**config.mk**
```make
export PLATFORM = sky130hd
export DESIGN_NAME = smx_alu
export DESIGN_NICKNAME = d
export VERILOG_FILES = /design/src/sv/stack_machine_execute_core_assert.svh /design/src/sv/smx_pkg.sv /design/src/sv/smx_alu.sv
export SDC_FILE = /design/constraint.sdc
export NUM_CORES = 2
export LEC_CHECK = 0
export BUFFER_PORTS_ARGS = -buffer_cell sky130_fd_sc_hd__buf_4
export CAP_MARGIN = 20
export CORE_MARGIN = 4
export CORE_UTILIZATION = 60
export DETAILED_ROUTE_END_ITERATION = 12
export PLACE_DENSITY = 0.79
export SLEW_MARGIN = 20
export SYNTH_ARGS = -nofsm -noshare
export SYNTH_HDL_FRONTEND = slang
export SYNTH_SLANG_ARGS = --single-unit
```
**constraint.sdc**
```tcl
create_clock -name vclk -period 31
set_input_delay 7.75 -clock vclk [all_inputs]
set_output_delay 7.75 -clock vclk [all_outputs]
set_load 0.005 [all_outputs]
```
**src/sv/stack_machine_execute_core_assert.svh**
```systemverilog
// assertion macros shared by the stack machine execute core rtl
// needs a clock and an active-low reset name at each use
`ifndef STACK_MACHINE_EXECUTE_CORE_ASSERT_SVH
`define STACK_MACHINE_EXECUTE_CORE_ASSERT_SVH

// same-cycle implication
`define SMX_ASSERT_IMP(lbl, clk, rst_n, ante, cons) \
  lbl: assert property (@(posedge clk) disable iff (!rst_n) (ante) |-> (cons)) \
    else $error("smx assertion failed");

// next-cycle implication
`define SMX_ASSERT_NXT(lbl, clk, rst_n, ante, cons) \
  lbl: assert property (@(posedge clk) disable iff (!rst_n) (ante) |=> (cons)) \
    else $error("smx assertion failed");

`endif

```
**src/sv/smx_pkg.sv**
```systemverilog
// types and constants for the stack machine execute core
// no dependencies
`default_nettype none

package smx_pkg;

  localparam int STACK_DEPTH = 256;
  localparam int PTR_W       = $clog2(STACK_DEPTH);
  localparam int CNT_W       = $clog2(STACK_DEPTH + 1);
  localparam int WORD_W      = 32;
  localparam int DIV_STEPS   = WORD_W;
  localparam int DIV_CNT_W   = $clog2(DIV_STEPS);

  typedef enum logic [4:0] {
    OP_PUSH  = 5'd0,
    OP_POP   = 5'd1,
    OP_ADD   = 5'd2,
    OP_SUB   = 5'd3,
    OP_MUL   = 5'd4,
    OP_DIV   = 5'd5,
    OP_PRINT = 5'd6,
    OP_AND   = 5'd7,
    OP_OR    = 5'd8,
    OP_XOR   = 5'd9,
    OP_SHL   = 5'd10,
    OP_SHR   = 5'd11,
    OP_CMP   = 5'd12,
    OP_JMP   = 5'd13,
    OP_DUP   = 5'd14,
    OP_JE    = 5'd15,
    OP_JNE   = 5'd16
  } op_e;

  typedef enum logic [1:0] {
    STATUS_OK    = 2'd0,
    STATUS_UNDER = 2'd1,
    STATUS_OVER  = 2'd2,
    STATUS_DIVZ  = 2'd3
  } status_e;

  typedef enum logic [1:0] {
    ST_IDLE,
    ST_EXEC,
    ST_DIV,
    ST_DONE
  } state_e;

  typedef struct packed {
    logic              en;
    logic [PTR_W-1:0]  addr;
    logic [WORD_W-1:0] data;
  } ram_wr_t;

  typedef struct packed {
    logic             en;
    logic [PTR_W-1:0] addr_a;
    logic [PTR_W-1:0] addr_b;
  } ram_rd_t;

endpackage

`default_nettype wire

```
**src/sv/smx_alu.sv**
```systemverilog
// combinational two-operand operations (everything but divide)
// depends on smx_pkg
`default_nettype none

module smx_alu (
  input  smx_pkg::op_e                op_i,
  input  logic [smx_pkg::WORD_W-1:0]  a_i,
  input  logic [smx_pkg::WORD_W-1:0]  b_i,
  output logic [smx_pkg::WORD_W-1:0]  r_o
);

  logic [4:0] sh;

  assign sh = a_i[4:0];

  always_comb begin
    case (op_i)
      smx_pkg::OP_ADD: r_o = b_i + a_i;
      smx_pkg::OP_SUB: r_o = b_i - a_i;
      smx_pkg::OP_MUL: r_o = b_i * a_i;
      smx_pkg::OP_AND: r_o = b_i & a_i;
      smx_pkg::OP_OR:  r_o = b_i | a_i;
      smx_pkg::OP_XOR: r_o = b_i ^ a_i;
      smx_pkg::OP_SHL: r_o = b_i << sh;
      smx_pkg::OP_SHR: r_o = $unsigned($signed(b_i) >>> sh);
      smx_pkg::OP_CMP: r_o = {{(smx_pkg::WORD_W-1){1'b0}}, (a_i == b_i)};
      default:         r_o = '0;
    endcase
  end

endmodule

`default_nettype wire

```
==> impl_metrics.json <==
{
  "status": "finished clean",
  "setup_viol": 0,
  "core_um2": 37700,
  "critical_path_class": "in2out",
  "drt_iter0_drc": 2978,
  "cp.arrival_ps": 16070,
  "synth_cell_types": 75,
  "pin_count": 101,
  "grt_pass1_wl_um": 150000,
  "die_h_um": 203,
  "drc_errors": 0,
  "postCtsHoldBufs": 0,
  "final_common_cell": "inv_1",
  "antenna_found_initial": 9,
  "tightest_slew_ps": 1200,
  "crit_slowest_cell": "clkinv_1",
  "overflow": 0,
  "num_vias": 23000,
  "worstSetupStartpointType": "input port",
  "initial_utilization_pct": 60.8,
  "ant_nets": 0,
  "cts_resized": 0,
  "critPathMostFrequentCell": "fa_1",
  "dp_hpwl_um": 77900,
  "cpPeakStageDelay_ps": 940,
  "finalCriticalPeriod_ps": 23820,
  "via_per_inst": 6.79,
  "cp-end-kind": "primary output",
  "path_buf_inv": 5,
  "timing.fmax_mhz": 42.0,
  "finalHoldViolations": 0,
  "path_delay_family": "adder cells",
  "place_congestion": 1.11,
  "port_buffers": 101,
  "layout_common_cells": "inv_1, nor2_1, fa_1, nand2_1, ha_1",
  "rsz0062_at_grt": "no",
  "drv_slew": 0,
  "grt_pass1_vias": 23700,
  "fin_crit_sh_pct": 76.8,
  "ys_warn_count": 0,
  "num_rows": 71,
  "grt_usage_pct": 48.4,
  "dieArea_um2": 41400,
  "wl_per_cell_um": 29.6,
  "worstPathRequired_ps": 23250,
  "nFillCells": 3317,
  "crit_fanout": 19,
  "cts_setup_buffers": 0,
  "maxCapViolations": 0,
  "die_x_um": 203,
  "drtPass1Iterations": 8,
  "drive_gt1_share_pct": 6.40,
  "yosysSeqAreaShare_pct": 0,
  "hold_class": "in2out",
  "area_growth_pct": 4.26,
  "nClkBuffers": 0,
  "final-seq-area_um2": 0,
  "postRouteWirelength_um": 100000,
  "grt_max_degree": 77,
  "tns_ps": 0,
  "netlist_instances": 2923,
  "slew_headroom_pct": 18.8,
  "nets": 3576,
  "syn-num-nets": 3621,
  "syn_area_um2": 22900,
  "avgSynthCellArea_um2": 7.83,
  "design.seq.count": 0
}
[worst paths after layout]
path / startpoint / end / depth (start not counted)
setup / recovery: b_i[5] / r_o[30] / 25
hold / removal: op_i[3] / r_o[29] / 6
[layout make-up]
type                       count  area (µm²)  share of cell area (%)
tap                          511         639                    2.68
timing repair buffer         130         983                    4.12
inverter                     476        1790                    7.48
antenna                        5        12.5                  0.0524
multi-input combinational   2270       20500                    85.7
[cells in the mapped netlist (14+ instances only)]
library cell	count	area share (%)
o21a_1	14	0.46
a221oi_1	17	0.65
a21oi_1	117	2.6
o221ai_1	22	0.84
nand2b_1	30	0.82
a22oi_1	17	0.56
xor2_1	24	0.92
buf_1	42	0.69
buf_2	14	0.31
a21o_1	24	0.79
inv_1	459	7.5
or3_1	17	0.46
mux2i_1	89	3.9
o211ai_1	18	0.59
mux4_2	21	2.1
nor2b_1	18	0.49
nor2_1	455	7.5
nand2_1	281	4.6
ha_1	219	12
o21ai_0	163	3.6
nor3_1	35	0.76
fa_1	410	36
nand3_1	21	0.46
xnor2_1	83	3.2
clkbuf_1	121	2.0
[layer usage]
metal	global-route usage, %	share of wire, %	vias up
met5	0.357	0.097	-
met4	31.0	8.7	8
met3	15.3	15	529
met2	71.0	42	2018
met1	62.2	35	11200
li1	-	-	9313
[stage by stage]
stage | instances | setup WS, ps | utilization (%) | hold slack (ps) | area, µm²
after global placement | 3386 | 7440 | 63.3 | 16160 | 23800
after floorplan | 2923 | 8080 | - | 15760 | 22900
final | 3392 | 7180 | 63.4 | 16190 | 23900
after global routing | 3389 | 7000 | 63.4 | 16210 | 23900
after CTS | 3387 | 7350 | 63.4 | 16170 | 23900
after detailed placement | 3387 | 7390 | 63.4 | 16170 | 23900
[logic make-up (layout without fill, tap and decap cells)]
family | count (synthesis) | after routing | share of synthesized area, %
buf+inv | 653 | 606 | 10.8
other cells | 0 | 5 | 0
fa+ha+maj | 629 | 629 | 47.8
mux | 112 | 112 | 6.05
compound gates | 514 | 514 | 14.6
simple gates | 908 | 908 | 16.6
xor+xnor | 107 | 107 | 4.09
