`config.mk`:
```
export PLATFORM = sky130hd
export DESIGN_NAME = smx_div
export DESIGN_NICKNAME = d
export VERILOG_FILES = /design/src/sv/stack_machine_execute_core_assert.svh /design/src/sv/smx_pkg.sv /design/src/sv/smx_div.sv
export SDC_FILE = /design/constraint.sdc
export NUM_CORES = 1
export LEC_CHECK = 0
export BUFFER_PORTS_ARGS = -buffer_cell sky130_fd_sc_hd__buf_2
export CAP_MARGIN = 20
export CORE_UTILIZATION = 35
export CTS_BUF_LIST = sky130_fd_sc_hd__clkbuf_8
export DETAILED_ROUTE_END_ITERATION = 16
export PLACE_DENSITY_LB_ADDON = 0.1
export SLEW_MARGIN = 10
export SYNTH_ARGS = -nofsm -noshare
export SYNTH_HDL_FRONTEND = slang
export SYNTH_SLANG_ARGS = --single-unit
```
`constraint.sdc`:
```
create_clock -name clk_i -period 5.4 [get_ports clk_i]
set_input_delay 0.54 -clock clk_i [delete_from_list [all_inputs] [get_ports clk_i]]
set_output_delay 0.54 -clock clk_i [all_outputs]
set_load 0.01 [all_outputs]
```
`src/sv/stack_machine_execute_core_assert.svh`:
```
// assertion macros shared by the stack machine execute core rtl
// needs a clock and an active-low reset name at each use
`ifndef STACK_MACHINE_EXECUTE_CORE_ASSERT_SVH
`define STACK_MACHINE_EXECUTE_CORE_ASSERT_SVH

// same-cycle implication
`define SMX_ASSERT_IMP(lbl, clk, rst_n, ante, cons) \
  lbl: assert property (@(posedge clk) disable iff (!rst_n) (ante) |-> (cons)) \
    else $error("smx assertion failed");

// next-cycle implication
`define SMX_ASSERT_NXT(lbl, clk, rst_n, ante, cons) \
  lbl: assert property (@(posedge clk) disable iff (!rst_n) (ante) |=> (cons)) \
    else $error("smx assertion failed");

`endif

```
`src/sv/smx_pkg.sv`:
```
// types and constants for the stack machine execute core
// no dependencies
`default_nettype none

package smx_pkg;

  localparam int STACK_DEPTH = 256;
  localparam int PTR_W       = $clog2(STACK_DEPTH);
  localparam int CNT_W       = $clog2(STACK_DEPTH + 1);
  localparam int WORD_W      = 32;
  localparam int DIV_STEPS   = WORD_W;
  localparam int DIV_CNT_W   = $clog2(DIV_STEPS);

  typedef enum logic [4:0] {
    OP_PUSH  = 5'd0,
    OP_POP   = 5'd1,
    OP_ADD   = 5'd2,
    OP_SUB   = 5'd3,
    OP_MUL   = 5'd4,
    OP_DIV   = 5'd5,
    OP_PRINT = 5'd6,
    OP_AND   = 5'd7,
    OP_OR    = 5'd8,
    OP_XOR   = 5'd9,
    OP_SHL   = 5'd10,
    OP_SHR   = 5'd11,
    OP_CMP   = 5'd12,
    OP_JMP   = 5'd13,
    OP_DUP   = 5'd14,
    OP_JE    = 5'd15,
    OP_JNE   = 5'd16
  } op_e;

  typedef enum logic [1:0] {
    STATUS_OK    = 2'd0,
    STATUS_UNDER = 2'd1,
    STATUS_OVER  = 2'd2,
    STATUS_DIVZ  = 2'd3
  } status_e;

  typedef enum logic [1:0] {
    ST_IDLE,
    ST_EXEC,
    ST_DIV,
    ST_DONE
  } state_e;

  typedef struct packed {
    logic              en;
    logic [PTR_W-1:0]  addr;
    logic [WORD_W-1:0] data;
  } ram_wr_t;

  typedef struct packed {
    logic             en;
    logic [PTR_W-1:0] addr_a;
    logic [PTR_W-1:0] addr_b;
  } ram_rd_t;

endpackage

`default_nettype wire

```
`src/sv/smx_div.sv`:
```
// signed 32-bit divider, restoring, one quotient bit per cycle
// truncates toward zero; depends on smx_pkg
`default_nettype none

module smx_div (
  input  logic                        clk_i,
  input  logic                        rst_ni,
  input  logic                        start_i,
  input  logic [smx_pkg::WORD_W-1:0]  num_i,
  input  logic [smx_pkg::WORD_W-1:0]  den_i,
  output logic                        done_o,
  output logic [smx_pkg::WORD_W-1:0]  quot_o
);

  localparam int W = smx_pkg::WORD_W;

  logic                          busy_q, busy_d;
  logic                          done_q, done_d;
  logic [smx_pkg::DIV_CNT_W-1:0] cnt_q, cnt_d;
  logic [W-1:0]                  rem_q, rem_d;
  logic [W-1:0]                  quot_q, quot_d;
  logic [W-1:0]                  den_q, den_d;
  logic                          neg_q, neg_d;
  logic [W:0]                    rem_sh;
  logic [W+1:0]                  diff;
  logic                          ge;

  assign rem_sh = {rem_q, quot_q[W-1]};
  assign diff   = {1'b0, rem_sh} - {2'b00, den_q};
  assign ge     = !diff[W+1];

  always_comb begin
    busy_d = busy_q;
    done_d = 1'b0;
    cnt_d  = cnt_q;
    rem_d  = rem_q;
    quot_d = quot_q;
    den_d  = den_q;
    neg_d  = neg_q;
    if (start_i) begin
      busy_d = 1'b1;
      cnt_d  = '0;
      rem_d  = '0;
      quot_d = num_i[W-1] ? (~num_i + 1'b1) : num_i;
      den_d  = den_i[W-1] ? (~den_i + 1'b1) : den_i;
      neg_d  = num_i[W-1] ^ den_i[W-1];
    end else if (busy_q) begin
      rem_d  = ge ? diff[W-1:0] : rem_sh[W-1:0];
      quot_d = {quot_q[W-2:0], ge};
      cnt_d  = cnt_q + 1'b1;
      if (cnt_q == smx_pkg::DIV_CNT_W'(smx_pkg::DIV_STEPS - 1)) begin
        busy_d = 1'b0;
        done_d = 1'b1;
      end
    end
  end

  always_ff @(posedge clk_i or negedge rst_ni) begin
    if (!rst_ni) begin
      busy_q <= 1'b0;
      done_q <= 1'b0;
      cnt_q  <= '0;
    end else begin
      busy_q <= busy_d;
      done_q <= done_d;
      cnt_q  <= cnt_d;
    end
  end

  always_ff @(posedge clk_i) begin
    rem_q  <= rem_d;
    quot_q <= quot_d;
    den_q  <= den_d;
    neg_q  <= neg_d;
  end

  assign done_o = done_q;
  assign quot_o = neg_q ? (~quot_q + 1'b1) : quot_q;

endmodule

`default_nettype wire

```
==> results.cfg <==
[timing]
skew_ns = 0.0114
max_freq_mhz = 249
rsz0062_at_grt = false
period_needed_ns = 4.02
finalSetupTns_ns = 0
max_slew_margin_pct = 34.1
hold_viol = 0
setup_violations = 0
slew_viol_final = 0
worstMarginPinSlew_ns = 0.988
final.period_utilization_pct = 74.5

[synth]
yosysSeqAreaShare_pct = 36.4
synth.area.top_cells = edfxtp_1 (26%), xnor2_1 (9.1%), dfxtp_1 (8.4%)
ys_types = 57
synth_enable_flop_cells = 65
synthCells = 857
synthesis.nets = 962
yosys.area.top_type = edfxtp_1
syn_avg_cell_area_sq_um = 8.87
yosysTopAreaCellShare_pct = 25.7
synthFlopType = edfxtp_1
async_flop_share_pct = 6.73
syn_area_sq_mm = 0.00760
synth-seq-cells = 104
synth_warnings = 0

[route]
drt-initial-drc-count = 258
post_drt_wl_per_cell_microns = 13.8
drc = 0
ant_nets = 0
routed_wl_microns = 16700
dr.pass1.iters = 4
vias = 6047
avgViaCountPerCell = 4.99

[clock_network]
cts_buffers = 9
clk_pin_slew_ns = 0.11
htreeDepth = 3
cts_tree = built
cts_resized = 0
clk_latency_ns = 0.38
cts-root-buf = clkbuf_8
clock_path_buffers = 2
clock-sinks = 104

[critical_path]
cp.required_ns = 4.86
reg2reg_depth = 11
endpoint_kind = output pin
critPathMaxFanout = 5
cpPeakStageDelay_ns = 0.54
cp_common_cell = nand2b_1
timing.rr.end = rem_q[12]$_SDFFE_PP0P_
worstPathCellList = nor4_1 -> nand2b_1 -> nand2b_1 -> or4_1 -> or3b_2 -> nand2b_1 -> o31ai_1 -> xnor2_1 -> buf_2
crit_type = flop to output pin
r2r_start = den_q[2]$_DFFE_PP_
start_kind = flop
crit_family = simple AND/OR/NAND/NOR gates
worst-r2r-setup-slack_ns = 1.84
crit_arrival_ns = 3.48
cp_slowest_cell = or4_1
crit_buf_inv = 1

[final_layout]
layout-drive-gt1-share_pct = 14.6
final_nets = 1037
insertedDiodeCount = 0
post-route-util_pct = 40.4
fin_area_sq_mm = 0.00855
areaGrowthSynthToFinish_pct = 12.5

[global_routing]
grt_pass1_wl_microns = 27800
grt_use_met3_pct = 1.90
met1_usage_pct = 22.5
busiest_layer = met2
grtUsageMet2_pct = 23.7
overflow = 0
grt_max_degree = 87
antenna_found_initial = 0
grt_pass1_vias = 5647
grtUsageTotal_pct = 15.5

[floorplan]
io-pin-count = 100
fp.dieW_microns = 149
fp.dieH_microns = 149
die_area_sq_mm = 0.0223
initial_core_util_pct = 35.9
core_area_sq_mm = 0.0212
core.rowCount = 53

[worst_hold_path]
worstHoldPathCells = 1
worstHoldEndpoint = den_q[0]$_DFFE_PP_
hold_start = den_i[0]
hold_path.class = input port to flop

[power_and_ir_drop]
power_leakage_nw = 3.41
power_density_mw_per_mm2 = 363
ir_drop_mv = 0.162
p_total_mw = 3.11

[outcome]
status = completed

[place]
dpl_cell_area_sq_mm = 0.00833
place_congestion = 0.763
io_buffers = 99
hpwlAfterDp_microns = 12700

[job]
maxCapViolations = 0
-- timing repair --
| item | 4_1_cts | 5_1_grt |
|---|---|---|
| buffers inserted | 0 | 0 |
| hold endpoints to repair | 7 | 0 |
| hold buffers | 1 | 0 |
| setup endpoints to repair | 0 | 0 |
-- synth_stat cells, drive strengths merged (13+ instances only) --
library cell and number:
nor2 87, xnor2 79, a21o 17, or4 15
a211oi 29, nand2 60, o41ai 15, a21oi 63
dfxtp 32, inv 52, xor2 42, o21ai 56
o31ai 24, clkbuf 35, mux2i 22, ha 37
nor3 13, edfxtp 65
-- registers in the layout, summed over array words and instances (netlist names) --
| register | count |
|---|---|
| done_o | 1 |
| busy_q | 1 |
| quot_q | 32 |
| cnt_q | 5 |
| den_q | 32 |
| rem_q | 32 |
| neg_q | 1 |
-- report_power, final --
part	internal, mW	switching [mW]
Combinational	0.640	0.780
Clock	0.262	0.280
Sequential	1.01	0.138
Total	1.91	1.20
-- how the worst max path moves through the flow --
stage          cells past startpoint                start  slack (ns)                  end
2_1_floorplan                      9             den_i[5]        1.85  den_q[29]$_DFFE_PP_
3_3_place_gp                      10             den_i[5]        1.63  den_q[29]$_DFFE_PP_
3_5_place_dp                      10             den_i[5]        1.61  den_q[29]$_DFFE_PP_
4_1_cts                            9  quot_q[4]$_DFFE_PP_        1.34           quot_o[28]
5_1_grt                            9  quot_q[4]$_DFFE_PP_        1.06           quot_o[30]
6_report                           9  quot_q[5]$_DFFE_PP_        1.38           quot_o[28]
-- routing by layer --
| metal | vias up | wire, microns |
|---|---|---|
| li1 | 3251 | - |
| met1 | 2686 | 8960 |
| met2 | 97 | 7050 |
| met3 | 13 | 489 |
| met4 | 0 | 230 |
| met5 | - | 0 |
-- through the flow --
stage / std cells / setup WS (ns) / hold WS, ns
3_3_place_gp: 1195 / 1.63 / 0.387
3_5_place_dp: 1195 / 1.61 / 0.387
4_1_cts: 1212 / 1.34 / 0.396
5_1_grt: 1212 / 1.06 / 0.405
6_report: 1212 / 1.38 / 0.415
2_1_floorplan: 857 / 1.85 / 0.244
-- cells by family after synthesis --
logic type	share of synthesized area, %
and+or+nand+nor	16.4
AOI/OAI and AO/OA	19.3
xor gates and xnor gates	13.9
DFF	36.4
buffers and inverters	4.54
adders and majority gates	6.35
muxes	3.05
-- layout make-up --
class,count,area (sq um)
clock buffers,9,124
clock inverters,7,92.6
fillers,2180,12600
inverters,52,195
multi-input cells,662,4500
flip-flops and latches,104,2770
well taps,275,344
repair buffers,103,531
-- cell usage in the layout, fill, tap and decap left out, drive strengths merged, types with 4 or more instances in the layout --
cell type	count
o41ai	15
buf	102
nand4	8
or4	15
a211oi	29
nand2b	10
ha	37
inv	54
nor3b	4
nor3	13
o31ai	24
xor2	42
nor2	87
or3	10
o21ai	56
nor2b	8
mux2i	22
nor4	8
dfrtp	7
nand2	60
xnor2	79
a21o	17
edfxtp	65
a21oi	63
dfxtp	32
o21bai	6
nand3	7
or2	6
clkbuf	9
Power figures use the tool's default switching activity.
